## src/sv/tdf_pkg.sv

```systemverilog
package tdf_pkg;

	localparam int VALUE_W = 31;
	localparam int EXP_W = 5;
	localparam int KIND_W = 2;

	localparam int PRIME_LIMIT = 20;
	localparam int PRIME_W = $clog2(PRIME_LIMIT + 1);

	localparam int QUEUE_DEPTH = 2;
	localparam int QPTR_W = (QUEUE_DEPTH > 1) ? $clog2(QUEUE_DEPTH) : 1;
	localparam int QCNT_W = $clog2(QUEUE_DEPTH + 1);

	localparam int DIV_STEP = 8;
	localparam int DIV_CYCLES = (VALUE_W + DIV_STEP - 1) / DIV_STEP;
	localparam int DIV_PAD_W = DIV_CYCLES * DIV_STEP;
	localparam int DIV_CNT_W = $clog2(DIV_CYCLES + 1);

	typedef enum logic [KIND_W-1:0] {
		KIND_PRIME    = 2'd0,
		KIND_COFACTOR = 2'd1,
		KIND_NOTHING  = 2'd2
	} kind_t;

	typedef enum logic [1:0] {
		BK_IDLE,
		BK_DIV,
		BK_COF
	} back_state_t;

	function automatic int count_primes();
		bit comp [PRIME_LIMIT+1];
		int n;
		n = 0;
		for (int i = 0; i <= PRIME_LIMIT; i++)
			comp[i] = 1'b0;
		for (int i = 2; i <= PRIME_LIMIT; i++) begin
			if (!comp[i]) begin
				n++;
				for (int j = i + i; j <= PRIME_LIMIT; j += i)
					comp[j] = 1'b1;
			end
		end
		return n;
	endfunction

	localparam int PRIME_COUNT = count_primes();
	localparam int IDX_W = (PRIME_COUNT > 1) ? $clog2(PRIME_COUNT) : 1;

	typedef logic [PRIME_W-1:0] prime_tab_t [PRIME_COUNT];

	function automatic prime_tab_t build_primes();
		prime_tab_t t;
		bit comp [PRIME_LIMIT+1];
		int n;
		n = 0;
		for (int i = 0; i < PRIME_COUNT; i++)
			t[i] = '0;
		for (int i = 0; i <= PRIME_LIMIT; i++)
			comp[i] = 1'b0;
		for (int i = 2; i <= PRIME_LIMIT; i++) begin
			if (!comp[i]) begin
				t[n] = PRIME_W'(i);
				n++;
				for (int j = i + i; j <= PRIME_LIMIT; j += i)
					comp[j] = 1'b1;
			end
		end
		return t;
	endfunction

	localparam prime_tab_t PRIMES = build_primes();

	typedef struct packed {
		logic               nothing;
		logic [VALUE_W-1:0] value;
	} job_t;

	typedef struct packed {
		logic valid;
		job_t job;
	} queue_out_t;

	typedef struct packed {
		logic               start;
		logic [VALUE_W-1:0] dividend;
		logic [PRIME_W-1:0] divisor;
	} div_req_t;

	typedef struct packed {
		logic               done;
		logic               zero_rem;
		logic [VALUE_W-1:0] quotient;
	} div_rsp_t;

endpackage

```

## src/sv/trial_division_factorizer.sv

```systemverilog
// Trial-division prime factorizer.
// Input: pulse start with value; the beat is taken when start is high and
// busy is low. A two-entry queue sits between the front and the factoring
// engine, so up to two values are taken while an earlier one is still in work.
// Output: each result is shown for one cycle with valid high; factor and
// exponent in ascending prime order, kind 0 for a prime, 1 for a leftover
// cofactor above the table, 2 for an input of 0 or 1; last marks the final
// result of a value. The receiver cannot stall: results simply appear.
// An input of 0 or 1 is written into the queue, taken by an idle engine and its
// result registered at the output. Every trial division goes through one shared
// divider that retires 8 quotient bits per cycle; a value needs one trial per
// successful division plus one failing trial per table prime passed over, at
// most 34, and a leftover cofactor goes through the cofactor state first.
// Reset empties the queue and the engine; no results appear until new beats.
module trial_division_factorizer (
	input  logic                         clk,
	input  logic                         arst_n,
	input  logic                         start,
	output logic                         busy,
	input  logic [tdf_pkg::VALUE_W-1:0]  value,
	output logic                         valid,
	output logic [tdf_pkg::VALUE_W-1:0]  factor,
	output logic [tdf_pkg::EXP_W-1:0]    exponent,
	output logic [tdf_pkg::KIND_W-1:0]   kind,
	output logic                         last
);

	logic                full;
	logic                push;
	logic                pop;
	tdf_pkg::job_t       job;
	tdf_pkg::queue_out_t head;
	tdf_pkg::div_req_t   req;
	tdf_pkg::div_rsp_t   rsp;

	tdf_front u_front (
		.start (start),
		.value (value),
		.full  (full),
		.busy  (busy),
		.push  (push),
		.job   (job)
	);

	tdf_queue u_queue (
		.clk      (clk),
		.arst_n   (arst_n),
		.push     (push),
		.push_job (job),
		.full     (full),
		.pop      (pop),
		.head     (head)
	);

	tdf_div u_div (
		.clk    (clk),
		.arst_n (arst_n),
		.req    (req),
		.rsp    (rsp)
	);

	tdf_back u_back (
		.clk      (clk),
		.arst_n   (arst_n),
		.head     (head),
		.pop      (pop),
		.req      (req),
		.rsp      (rsp),
		.valid    (valid),
		.factor   (factor),
		.exponent (exponent),
		.kind     (kind),
		.last     (last)
	);

endmodule

```

## src/sv/tdf_front.sv

```systemverilog
module tdf_front (
	input  logic                         start,
	input  logic [tdf_pkg::VALUE_W-1:0]  value,
	input  logic                         full,
	output logic                         busy,
	output logic                         push,
	output tdf_pkg::job_t                job
);

	assign busy = full;
	assign push = start & ~full;

	always_comb begin
		job.value = value;
		job.nothing = (value <= tdf_pkg::VALUE_W'(1));
	end

endmodule

```

## src/sv/tdf_queue.sv

```systemverilog
module tdf_queue (
	input  logic                 clk,
	input  logic                 arst_n,
	input  logic                 push,
	input  tdf_pkg::job_t        push_job,
	output logic                 full,
	input  logic                 pop,
	output tdf_pkg::queue_out_t  head
);

	tdf_pkg::job_t mem_q [tdf_pkg::QUEUE_DEPTH];
	logic [tdf_pkg::QPTR_W-1:0] wr_ptr_q;
	logic [tdf_pkg::QPTR_W-1:0] rd_ptr_q;
	logic [tdf_pkg::QCNT_W-1:0] count_q;
	logic do_push;
	logic do_pop;

	assign full = (count_q == tdf_pkg::QCNT_W'(tdf_pkg::QUEUE_DEPTH));
	assign do_push = push & ~full;
	assign do_pop = pop & head.valid;

	always_comb begin
		head.valid = (count_q != '0);
		head.job = mem_q[rd_ptr_q];
	end

	function automatic logic [tdf_pkg::QPTR_W-1:0] next_ptr(
		input logic [tdf_pkg::QPTR_W-1:0] p
	);
		if (p == tdf_pkg::QPTR_W'(tdf_pkg::QUEUE_DEPTH - 1))
			return '0;
		return p + tdf_pkg::QPTR_W'(1);
	endfunction

	always_ff @(posedge clk) begin
		if (do_push)
			mem_q[wr_ptr_q] <= push_job;
	end

	always_ff @(posedge clk or negedge arst_n) begin
		if (!arst_n) begin
			wr_ptr_q <= '0;
			rd_ptr_q <= '0;
			count_q <= '0;
		end else begin
			if (do_push)
				wr_ptr_q <= next_ptr(wr_ptr_q);
			if (do_pop)
				rd_ptr_q <= next_ptr(rd_ptr_q);
			if (do_push && !do_pop)
				count_q <= count_q + tdf_pkg::QCNT_W'(1);
			else if (do_pop && !do_push)
				count_q <= count_q - tdf_pkg::QCNT_W'(1);
		end
	end

endmodule

```

## src/sv/tdf_div.sv

```systemverilog
module tdf_div (
	input  logic                clk,
	input  logic                arst_n,
	input  tdf_pkg::div_req_t   req,
	output tdf_pkg::div_rsp_t   rsp
);

	logic [tdf_pkg::DIV_PAD_W-1:0] work_q;
	logic [tdf_pkg::PRIME_W-1:0]   rem_q;
	logic [tdf_pkg::PRIME_W-1:0]   dvs_q;
	logic [tdf_pkg::DIV_CNT_W-1:0] cnt_q;
	logic                          done_q;
	logic [tdf_pkg::DIV_PAD_W-1:0] work_d;
	logic [tdf_pkg::PRIME_W-1:0]   rem_d;
	logic [tdf_pkg::PRIME_W:0]     trial;

	always_comb begin
		rem_d = rem_q;
		work_d = work_q;
		trial = '0;
		for (int k = 0; k < tdf_pkg::DIV_STEP; k++) begin
			trial = {rem_d, work_d[tdf_pkg::DIV_PAD_W-1]};
			work_d = {work_d[tdf_pkg::DIV_PAD_W-2:0], 1'b0};
			if (trial >= {1'b0, dvs_q}) begin
				trial = trial - {1'b0, dvs_q};
				work_d[0] = 1'b1;
			end
			rem_d = trial[tdf_pkg::PRIME_W-1:0];
		end
	end

	always_comb begin
		rsp.done = done_q;
		rsp.zero_rem = (rem_q == '0);
		rsp.quotient = work_q[tdf_pkg::VALUE_W-1:0];
	end

	always_ff @(posedge clk) begin
		if (req.start) begin
			work_q <= tdf_pkg::DIV_PAD_W'(req.dividend);
			rem_q <= '0;
			dvs_q <= req.divisor;
		end else if (cnt_q != '0) begin
			work_q <= work_d;
			rem_q <= rem_d;
		end
	end

	always_ff @(posedge clk or negedge arst_n) begin
		if (!arst_n) begin
			cnt_q <= '0;
			done_q <= 1'b0;
		end else begin
			done_q <= (cnt_q == tdf_pkg::DIV_CNT_W'(1)) && !req.start;
			if (req.start)
				cnt_q <= tdf_pkg::DIV_CNT_W'(tdf_pkg::DIV_CYCLES);
			else if (cnt_q != '0)
				cnt_q <= cnt_q - tdf_pkg::DIV_CNT_W'(1);
		end
	end

endmodule

```

## src/sv/tdf_back.sv

```systemverilog
module tdf_back (
	input  logic                         clk,
	input  logic                         arst_n,
	input  tdf_pkg::queue_out_t          head,
	output logic                         pop,
	output tdf_pkg::div_req_t            req,
	input  tdf_pkg::div_rsp_t            rsp,
	output logic                         valid,
	output logic [tdf_pkg::VALUE_W-1:0]  factor,
	output logic [tdf_pkg::EXP_W-1:0]    exponent,
	output logic [tdf_pkg::KIND_W-1:0]   kind,
	output logic                         last
);

	localparam logic [tdf_pkg::IDX_W-1:0] LAST_IDX = tdf_pkg::IDX_W'(tdf_pkg::PRIME_COUNT - 1);

	tdf_pkg::back_state_t state_q, state_d;
	logic [tdf_pkg::VALUE_W-1:0] x_q, x_d;
	logic [tdf_pkg::IDX_W-1:0]   idx_q, idx_d;
	logic [tdf_pkg::EXP_W-1:0]   exp_q, exp_d;
	logic [tdf_pkg::IDX_W-1:0]   div_idx;

	logic                        valid_q;
	logic [tdf_pkg::VALUE_W-1:0] factor_q;
	logic [tdf_pkg::EXP_W-1:0]   exponent_q;
	tdf_pkg::kind_t              kind_q;
	logic                        last_q;

	logic                        emit;
	logic [tdf_pkg::VALUE_W-1:0] e_factor;
	logic [tdf_pkg::EXP_W-1:0]   e_exp;
	tdf_pkg::kind_t              e_kind;
	logic                        e_last;
	logic [tdf_pkg::VALUE_W-1:0] cur_prime;

	assign cur_prime = tdf_pkg::VALUE_W'(tdf_pkg::PRIMES[idx_q]);

	always_comb begin
		state_d = state_q;
		x_d = x_q;
		idx_d = idx_q;
		exp_d = exp_q;
		pop = 1'b0;
		req.start = 1'b0;
		req.dividend = x_q;
		div_idx = idx_q;
		emit = 1'b0;
		e_factor = '0;
		e_exp = '0;
		e_kind = tdf_pkg::KIND_PRIME;
		e_last = 1'b0;
		unique case (state_q)
			tdf_pkg::BK_IDLE: begin
				if (head.valid) begin
					pop = 1'b1;
					if (head.job.nothing) begin
						emit = 1'b1;
						e_kind = tdf_pkg::KIND_NOTHING;
						e_last = 1'b1;
					end else begin
						x_d = head.job.value;
						idx_d = '0;
						exp_d = '0;
						req.start = 1'b1;
						req.dividend = head.job.value;
						div_idx = '0;
						state_d = tdf_pkg::BK_DIV;
					end
				end
			end
			tdf_pkg::BK_DIV: begin
				if (rsp.done) begin
					if (rsp.zero_rem) begin
						exp_d = exp_q + tdf_pkg::EXP_W'(1);
						x_d = rsp.quotient;
						if (rsp.quotient == tdf_pkg::VALUE_W'(1)) begin
							emit = 1'b1;
							e_factor = cur_prime;
							e_exp = exp_q + tdf_pkg::EXP_W'(1);
							e_last = 1'b1;
							state_d = tdf_pkg::BK_IDLE;
						end else begin
							req.start = 1'b1;
							req.dividend = rsp.quotient;
						end
					end else begin
						if (exp_q != '0) begin
							emit = 1'b1;
							e_factor = cur_prime;
							e_exp = exp_q;
						end
						exp_d = '0;
						if (idx_q == LAST_IDX) begin
							state_d = tdf_pkg::BK_COF;
						end else begin
							idx_d = idx_q + tdf_pkg::IDX_W'(1);
							div_idx = idx_q + tdf_pkg::IDX_W'(1);
							req.start = 1'b1;
						end
					end
				end
			end
			tdf_pkg::BK_COF: begin
				emit = 1'b1;
				e_factor = x_q;
				e_exp = tdf_pkg::EXP_W'(1);
				e_kind = tdf_pkg::KIND_COFACTOR;
				e_last = 1'b1;
				state_d = tdf_pkg::BK_IDLE;
			end
			default: state_d = tdf_pkg::BK_IDLE;
		endcase
		req.divisor = tdf_pkg::PRIMES[div_idx];
	end

	always_ff @(posedge clk) begin
		x_q <= x_d;
		idx_q <= idx_d;
		exp_q <= exp_d;
		if (emit) begin
			factor_q <= e_factor;
			exponent_q <= e_exp;
			kind_q <= e_kind;
			last_q <= e_last;
		end
	end

	always_ff @(posedge clk or negedge arst_n) begin
		if (!arst_n) begin
			state_q <= tdf_pkg::BK_IDLE;
			valid_q <= 1'b0;
		end else begin
			state_q <= state_d;
			valid_q <= emit;
		end
	end

	assign valid = valid_q;
	assign factor = factor_q;
	assign exponent = exponent_q;
	assign kind = kind_q;
	assign last = last_q;

endmodule

```

## config.mk

```make
export PLATFORM = sky130hd
export DESIGN_NAME = trial_division_factorizer
export DESIGN_NICKNAME = d
export VERILOG_FILES = /design/src/sv/tdf_pkg.sv /design/src/sv/trial_division_factorizer.sv /design/src/sv/tdf_front.sv /design/src/sv/tdf_queue.sv /design/src/sv/tdf_div.sv /design/src/sv/tdf_back.sv
export SDC_FILE = /design/constraint.sdc
export NUM_CORES = 1
export LEC_CHECK = 0
export BUFFER_PORTS_ARGS = -buffer_cell sky130_fd_sc_hd__buf_2
export CORE_ASPECT_RATIO = 0.75
export CORE_MARGIN = 2
export CORE_UTILIZATION = 40
export CTS_CLUSTER_SIZE = 16
export DETAILED_ROUTE_END_ITERATION = 8
export HOLD_SLACK_MARGIN = 0.1
export PLACE_DENSITY_LB_ADDON = 0.05
export SYNTH_ARGS = -nofsm -noshare
export SYNTH_HDL_FRONTEND = slang
export SYNTH_SLANG_ARGS = --single-unit
```

## constraint.sdc

```tcl
create_clock -name clk -period 23.7 [get_ports clk]
set_clock_uncertainty 0.2 [all_clocks]
set_input_delay 2.37 -clock clk [delete_from_list [all_inputs] [get_ports clk]]
set_output_delay 2.37 -clock clk [all_outputs]
set_load 0.05 [all_outputs]
```

==> run_results.csv, run 1 <==
group,metric,value,unit
timing,fin_tns_setup,0,ns
grt,grt_pass1_wl,41400,um
synthesis,yosys_warnings,0,
routing,vias,7118,
routing,avgRoutedWirePerCell,20.8,um
worst_setup_path,slowest_delay,0.70,ns
clock_network,post_cts_buffers,0,
die,start_util,0.407,
timing,hold_violations,0,
routing,ant_nets,0,
status,status,"completed",
die,die_h,145,um
routing,wl,27200,um
clock_network,clock-sinks,195,
synthesis,ys_seq_area_frac,0.540,
worst_setup_path,cp.arrival,15.51,ns
clock_network,root_buffer,"clkbuf_16",
worst_setup_path,r2r_slack,8.29,ns
worst_setup_path,critPathKind,"reg2reg",
run,max-cap-violations,0,
cells_and_area,syn_to_final_growth,13.3,%
synthesis,syn_avg_cell_area,12.1,sq um
grt,grt_usage,0.205,
worst_setup_path,critPathRequiredTime,23.80,ns
synthesis,yosysUniqueCellTypes,73,
synthesis,synth_area,10600,sq um
synthesis,ys.flop_type,"edfxtp_1",
worst_setup_path,cp_common_cell,"a21oi_1",
clock_network,cts_resized,0,
grt,grt-ovfl-total,0,
grt,grt_max_degree,47,
clock_network,cts_max_level,4,
die,die_x,192,um
timing,period_share,0.650,
clock_network,clkLatencyLatePin,0.44,ns
worst_setup_path,crit_fanout,14,
die,coreArea,26000,sq um
worst_setup_path,critical-path-slowest-cell,"edfxtp_1",
synthesis,syn-instance-count,875,
synthesis,ys_ff_latch,195,
cells_and_area,layout.nets,1048,
cells_and_area,fillers,2398,
timing,max-slew-margin-rel,0.273,
cells_and_area,diodes,0,
clock_network,cts_buffers,17,
grt,antenna_found_initial,0,
routing,via_per_inst,5.45,
routing,drt_iter0_markers,660,
synthesis,synth_common_cells,"175 x edfxtp_1, 89 x nor2_1, 63 x mux2_2",
synthesis,synth.largest_area_cell,"edfxtp_1",
cells_and_area,final_core_util,0.462,
cells_and_area,drive_above_1_share,0.214,
synthesis,yosys.cell_count.top_type,"edfxtp_1",
clock_network,clk_pin_slew,0.07,ns
clock_network,ctsHoldBuffers,0,
place,dp_hpwl,19700,um
die,rows,51,
timing,worst_slew_pin_slew,1.09,ns
routing,first_pass_iters,5,
synthesis,ys_top_cells_by_area,"edfxtp_1 50%, mux2_2 6.7%, ha_1 6.6%",
synthesis,synth_enable_flop_cells,175,
clock_network,clock_path_buffers,2,
synthesis,synth_fp_nets,973,
routing,drc,0,
timing,slew_violations,0,
die,io_pins,75,
clock_network,cts_tree,"built",
worst_setup_path,cp-end-kind,"flop",
synthesis,async_flop_share,0.0564,
grt,grt_pass1_vias,6667,
die,die_area,27800,sq um
synthesis,synth_top_area_frac,0.497,
hold_path,hold_class,"reg2reg",
timing,max_freq,64.9,MHz
timing,setup_violations,0,
timing,layout_min_cycle_time,15.41,ns
place,gp_routability_congestion,0.843,
worst_setup_path,startpoint_type,"flop",
timing,grt_setup_unrepaired,"false",
place,port_buffers,74,
[placed cells by master, fill, tap and decap left out, types with 5 or more instances in the layout]
cell type  instances
a21o_1            16
a21oi_1           50
a221oi_1          32
and2_1            35
buf_2             74
buf_4             12
clkbuf_16         17
dfrtp_1           11
dfxtp_1            9
edfxtp_1         175
fa_1               8
ha_1              56
inv_1             47
mux2_2            63
mux2i_1           17
nand2_1           38
nand2b_1           8
nand3_1           12
nand3b_1           5
nand4_1            5
nor2_1            87
nor2b_1           15
nor3_1             6
nor4_1            13
o21ai_0           31
o31ai_1            5
xnor2_1           19
xor2_1            12
[through the flow]
step	std cells	worst slack [ns]	instance area (sq um)	hold slack [ns]
floorplan	875	10.23	10600	0.246
global placement	1275	8.84	11400	0.302
detailed placement	1275	8.28	11400	0.304
CTS	1307	8.24	12000	0.317
global route	1307	6.86	12000	0.341
finish	1307	8.29	12000	0.311
[critical path: cells and delay by family (launching register included)]
| kind | cells | cell delay, ns |
|---|---|---|
| simple gates | 16 | 2.27 |
| compound gates | 27 | 5.30 |
| fa+ha+maj | 8 | 3.10 |
| buf+inv | 4 | 0.83 |
| mux | 8 | 2.84 |
| flops | 1 | 0.70 |
[flip-flops by register name (all words and copies together) (netlist names), 2 cells and up]
signal           count
u_back.exponent      5
u_back.state_q       2
u_back.kind          2
u_div.cnt_q          3
u_back.x_q          31
u_div.dvs_q          5
u_back.idx_q         3
u_back.exp_q         5
u_queue.count_q      2
u_div.work_q        32
u_queue.mem_q       64
u_back.factor       31
u_div.rem_q          5
[routing by layer]
metal	up-vias	GRT usage	share of wire
li1	3417	-	-
met1	3434	0.345	0.55
met2	254	0.262	0.37
met3	13	0.0403	0.069
met4	0	0.0397	0.0073
met5	-	0	0
[worst paths after layout]
kind,from,end,cells after the start
hold / removal,u_div.cnt_q[2]$_DFFE_PN0P_,u_div.done_q$_DFF_PN0_,1
min in group asynchronous,arst_n,u_div.done_q$_DFF_PN0_,1
hold reg to reg,u_div.cnt_q[2]$_DFFE_PN0P_,u_div.done_q$_DFF_PN0_,1
setup / recovery,u_div.dvs_q[1]$_DFFE_PP_,u_div.rem_q[4]$_SDFFE_PP0P_,63
max in group asynchronous,arst_n,u_back.valid$_DFF_PN0_,1
setup reg to reg,u_div.dvs_q[1]$_DFFE_PP_,u_div.rem_q[4]$_SDFFE_PP0P_,63
[logic make-up (layout without fill, tap and decap cells)]
kind of cell | Yosys count | count (layout) | share of synthesized area
buf+inv | 78 | 166 | 0.0285
compound gates | 174 | 174 | 0.117
xor+xnor | 31 | 31 | 0.0257
flops | 195 | 195 | 0.540
simple gates | 251 | 251 | 0.121
fa+ha+maj | 64 | 64 | 0.0814
mux | 82 | 82 | 0.0867
[final cells by class]
| class | instances | area, sq um | share of cell area |
|---|---|---|---|
| tap | 344 | 430 | 0.0359 |
| multi-input combinational | 602 | 4600 | 0.384 |
| clock inverter | 12 | 155 | 0.0129 |
| sequential | 195 | 5710 | 0.476 |
| timing repair buffer | 86 | 460 | 0.0384 |
| inverter | 48 | 180 | 0.0150 |
| clock buffer | 20 | 447 | 0.0373 |
Power of run 1 is left out: the tool's default activity adds up to more than one toggle a clock period on the data nets, which glitch-free logic cannot reach.
==> run 2: changes to the inputs <==
==> constraint.sdc (replaced) <==
create_clock -name clk -period 15.6 [get_ports clk]
set_clock_uncertainty 0.2 [all_clocks]
set_input_delay 1.56 -clock clk [delete_from_list [all_inputs] [get_ports clk]]
set_output_delay 1.56 -clock clk [all_outputs]
set_load 0.05 [all_outputs]
==> run 2 against run 1 <==
Compared with the run above: via count increased by 0.94%; die area is the same; maximum frequency increased by 8.1%; cell area is 0.17% higher; critical path depth fell by 2; sequential cell count unchanged; clock-buffer cell count rose by 6; critical path type unchanged.
==> run_results.csv, run 2 (synthesis results as in run 1) <==
group,metric,value,unit
cells_and_area,drive_above_1_share,0.218,
routing,first_pass_iters,5,
status,status,"completed",
worst_setup_path,startpoint_type,"flop",
grt,grt_pass1_wl,40900,um
die,die_h,145,um
worst_setup_path,cp_common_cell,"a21oi_1",
cells_and_area,top_register,"u_queue.mem_q",
grt,grt-ovfl-total,0,
clock_network,clkLatencyLatePin,0.44,ns
worst_setup_path,critical_path_buf_inv_count,2,
run,max-cap-violations,0,
die,io_pins,75,
timing,period_share,0.914,
die,rows,51,
worst_setup_path,critical-path-slowest-cell,"ha_1",
die,coreArea,26000,sq um
timing,setup_violations,0,
worst_setup_path,critPathKind,"reg2reg",
timing,layout_min_cycle_time,14.26,ns
cells_and_area,top_regs,"u_queue.mem_q x64, u_div.work_q x32",
cells_and_area,fillers,2401,
routing,avgRoutedWirePerCell,20.8,um
place,dp_hpwl,19900,um
cells_and_area,largest_reg_flops,64,
clock_network,root_buffer,"clkbuf_16",
cells_and_area,layout.nets,1051,
worst_setup_path,slowest_delay,0.47,ns
worst_setup_path,critPathTopFamily,"compound AO/OA/AOI/OAI gates",
routing,ant_nets,0,
cells_and_area,final_cell_mix,"175 x edfxtp_1, 87 x nor2_1, 74 x buf_2",
grt,grt_max_degree,47,
place,gp_routability_congestion,0.843,
cells_and_area,syn_to_final_growth,13.5,%
place,port_buffers,74,
clock_network,cts_tree,"built",
routing,drt_iter0_markers,657,
clock_network,clock-sinks,195,
timing,fin_tns_setup,0,ns
worst_setup_path,crit_fanout,8,
hold_path,hold_class,"reg2reg",
clock_network,cts_max_level,4,
cells_and_area,diodes,0,
grt,antenna_found_initial,0,
timing,max_freq,70.1,MHz
routing,vias,7185,
timing,slew_violations,0,
clock_network,clk_pin_slew,0.07,ns
routing,wl,27300,um
routing,via_per_inst,5.48,
clock_network,cts_buffers,17,
grt,grt_pass1_vias,6474,
cells_and_area,final_common_cell,"edfxtp_1",
worst_setup_path,cp.arrival,14.37,ns
routing,drc,0,
clock_network,clock_path_buffers,2,
die,start_util,0.407,
grt,grt_usage,0.204,
worst_setup_path,critPathRequiredTime,15.71,ns
die,die_area,27800,sq um
timing,hold_violations,0,
timing,worst_slew_pin_slew,1.09,ns
timing,grt_setup_unrepaired,"false",
die,die_x,192,um
worst_setup_path,cp-end-kind,"flop",
clock_network,ctsHoldBuffers,0,
timing,max-slew-margin-rel,0.274,
-- run 2: worst paths after layout --
| check | startpoint | endpoint | slack (ns) | cells past startpoint |
|---|---|---|---|---|
| min in group asynchronous | arst_n | u_div.cnt_q[2]$_DFFE_PN0P_ | 0.82 | 1 |
| max | u_div.dvs_q[3]$_SDFFCE_PP0P_ | u_div.rem_q[4]$_SDFFE_PP0P_ | 1.34 | 61 |
| min | u_queue.wr_ptr_q$_DFFE_PN0P_ | u_queue.wr_ptr_q$_DFFE_PN0P_ | 0.31 | 1 |
| min reg2reg | u_queue.wr_ptr_q$_DFFE_PN0P_ | u_queue.wr_ptr_q$_DFFE_PN0P_ | 0.31 | 1 |
| max reg2reg | u_div.dvs_q[3]$_SDFFCE_PP0P_ | u_div.rem_q[4]$_SDFFE_PP0P_ | 1.34 | 61 |
| max in group asynchronous | arst_n | u_back.state_q[1]$_DFFE_PN0P_ | 14.13 | 1 |
-- run 2: metrics by stage --
step	hold WS [ns]	worst slack (ns)	util	cells	area (sq um)
global route	0.332	0.152	0.462	1310	12000
finish	0.314	1.34	0.462	1310	12000
CTS	0.315	0.873	0.461	1309	12000
floorplan	0.246	2.13	-	875	10600
global placement	0.294	1.37	0.439	1277	11400
detailed placement	0.304	0.928	0.439	1277	11400
-- run 2: cell type report --
| class | count | area [sq um] | area share |
|---|---|---|---|
| Clock buffer | 26 | 542 | 0.0451 |
| Clock inverter | 6 | 37.5 | 0.00313 |
| Inverter | 48 | 184 | 0.0153 |
| Timing Repair Buffer | 89 | 483 | 0.0402 |
| Multi-Input combinational cell | 602 | 4620 | 0.385 |
| Sequential cell | 195 | 5710 | 0.476 |
| Tap cell | 344 | 430 | 0.0358 |
-- run 2: what timing repair did --
item | in CTS | in global routing
resized for setup | 0 | 4
setup buffers | 0 | 1
setup endpoints to repair | 0 | 6
-- run 2: per-layer routing --
metal / vias up / GRT usage / wire length (um)
li1: 3428 / - / -
met1: 3487 / 0.341 / 14800
met2: 256 / 0.260 / 10300
met3: 14 / 0.0405 / 2030
met4: 0 / 0.0425 / 203
met5: - / 0 / 0
-- run 2: worst register-to-register path, delay by kind of cell (launching register included) --
kind	cells	cell delay, ns
compound gates	27	5.20
fa+ha+maj	8	3.25
buf+inv	2	0.39
flops	1	0.37
mux	8	2.71
simple gates	16	2.02
Power of run 2 is left out for the same reason.
==> run 3: changes to the inputs <==
--- a/config.mk
+++ b/config.mk
@@ -6,9 +6,11 @@
 export NUM_CORES = 1
 export LEC_CHECK = 0
 export BUFFER_PORTS_ARGS = -buffer_cell sky130_fd_sc_hd__buf_2
+export CELL_PAD_IN_SITES_DETAIL_PLACEMENT = 1
+export CELL_PAD_IN_SITES_GLOBAL_PLACEMENT = 2
 export CORE_ASPECT_RATIO = 0.75
-export CORE_MARGIN = 2
-export CORE_UTILIZATION = 40
+export CORE_MARGIN = 5
+export CORE_UTILIZATION = 42
 export CTS_CLUSTER_SIZE = 16
 export DETAILED_ROUTE_END_ITERATION = 8
 export HOLD_SLACK_MARGIN = 0.1
==> run 3 against run 2 <==
Compared with the run above: maximum frequency fell by 2.4%; sequential share of layout area shrank 0.15 points; final cell count stayed put; non-clock buffer count rose by 8; cell area up 0.31%; critical path depth grew 3.
==> run_results.csv, run 3 (synthesis results as in run 1) <==
group,metric,value,unit
status,status,"completed",
place,gp_routability_congestion,0.821,
routing,drc,0,
place,port_buffers,74,
worst_setup_path,critical-path-slowest-cell,"fa_1",
die,die_area,28500,sq um
timing,setup_violations,0,
timing,max_freq,68.4,MHz
worst_setup_path,cp_common_cell,"a21oi_1",
clock_network,cts_max_level,4,
routing,met3_length,1110,um
place,dp_hpwl,21700,um
die,start_util,0.425,
worst_setup_path,critPathRequiredTime,15.70,ns
worst_setup_path,slowest_delay,0.51,ns
die,io_pins,75,
cells_and_area,top_regs,"u_queue.mem_q x64, u_div.work_q x32",
die,rows,50,
routing,drt_iter0_markers,469,
die,die_h,147,um
die,die_x,193,um
cells_and_area,largest_reg_flops,64,
grt,antenna_found_initial,2,
timing,slew_violations,0,
grt,grt_pass1_vias,7739,
routing,routed-wl-met2,13400,um
routing,drt-met1-wl,14600,um
timing,period_share,0.937,
grt,grt_max_degree,47,
place,pre_cts_slack,0.163,ns
die,coreArea,24900,sq um
worst_setup_path,startpoint_type,"flop",
cells_and_area,final_cell_mix,"175 x edfxtp_1, 87 x nor2_1, 74 x buf_2",
worst_setup_path,cp-end-kind,"flop",
routing,top_layer,"met5",
clock_network,clock-sinks,195,
cells_and_area,layout.nets,1059,
clock_network,clock_path_buffers,2,
grt,grt_usage,0.207,
timing,hold_violations,0,
routing,via_per_inst,5.64,
cells_and_area,fillers,2664,
grt,grt-ovfl-total,0,
worst_setup_path,critPathKind,"reg2reg",
cells_and_area,final_common_cell,"edfxtp_1",
worst_setup_path,crit_fanout,14,
clock_network,cts_buffers,17,
hold_path,hold_class,"reg2reg",
worst_setup_path,cp.arrival,14.72,ns
cells_and_area,diodes,0,
clock_network,clkLatencyLatePin,0.43,ns
routing,wl,29600,um
routing,first_pass_iters,5,
routing,ant_nets,0,
timing,layout_min_cycle_time,14.62,ns
clock_network,root_buffer,"clkbuf_16",
routing,avgRoutedWirePerCell,22.6,um
run,max-cap-violations,0,
clock_network,ctsHoldBuffers,0,
grt,grt_pass1_wl,46200,um
place,dp.cells,1271,
cells_and_area,fin_cells,1310,
timing,worst_slew_pin_slew,0.894,ns
cells_and_area,drive_above_1_share,0.224,
routing,vias,7387,
cells_and_area,top_register,"u_queue.mem_q",
timing,setup_ws,0.982,ns
clock_network,cts_tree,"built",
clock_network,clk_pin_slew,0.07,ns
cells_and_area,syn_to_final_growth,13.9,%
timing,max-slew-margin-rel,0.398,
## run 3: changes by cell type in the layout (fill, tap and decap cells not counted), sizes merged
cell      change
buf           +8
clkbuf        -7
clkinv        +3
clkinvlp      +2
bufinv        +1
inv           -1
## run 3: final timing paths
check / start / endpoint / slack [ns] / cells past startpoint
setup / recovery: u_div.dvs_q[1]$_DFFE_PP_ / u_div.rem_q[3]$_SDFFE_PP0P_ / 0.98 / 64
hold / removal: u_div.cnt_q[2]$_DFFE_PN0P_ / u_div.done_q$_DFF_PN0_ / 0.32 / 1
setup reg to reg: u_div.dvs_q[1]$_DFFE_PP_ / u_div.rem_q[3]$_SDFFE_PP0P_ / 0.98 / 64
hold reg to reg: u_div.cnt_q[2]$_DFFE_PN0P_ / u_div.done_q$_DFF_PN0_ / 0.32 / 1
max in group asynchronous: arst_n / u_back.state_q[0]$_DFFE_PN0P_ / 14.19 / 1
min in group asynchronous: arst_n / u_div.cnt_q[1]$_DFFE_PN0P_ / 0.79 / 1
## run 3: per-layer routing
layer,GRT usage,vias up
met1,0.302,3794
met5,0,-
met4,0.0488,2
met2,0.327,137
li1,-,3430
met3,0.0362,24
## run 3: cell type report
| class | count | area (sq um) | area share |
|---|---|---|---|
| inverters | 48 | 184 | 0.0153 |
| multi-input cells | 602 | 4660 | 0.387 |
| well taps | 338 | 423 | 0.0351 |
| clock buffers | 19 | 433 | 0.0359 |
| flip-flops and latches | 195 | 5710 | 0.474 |
| clock inverters | 11 | 88.8 | 0.00738 |
| repair buffers | 97 | 543 | 0.0451 |
## run 3: worst max-delay path: cells and delay by family (launching register included)
family	cells	cell delay, ns
DFF	1	0.33
adders and majority gates	8	3.36
muxes	8	2.67
buffers and inverters	5	0.92
AOI/OAI and AO/OA	27	4.71
and+or+nand+nor	16	2.30
## run 3: per-stage QoR
step	hold WS, ns	util	area [sq um]	TNS (ns)
final	0.321	0.484	12000	0
after global routing	0.335	0.484	12000	-0.0886
after global placement	0.297	0.458	11400	0
after floorplan	0.246	-	10600	0
after detailed placement	0.305	0.458	11400	0
after CTS	0.320	0.479	11900	0
## run 3: what timing repair did
| item | in CTS | in global routing |
|---|---|---|
| setup buffers | 0 | 9 |
| resized for setup | 0 | 11 |
| endpoints found under the setup margin | 0 | 6 |
Power of run 3 is left out for the same reason.
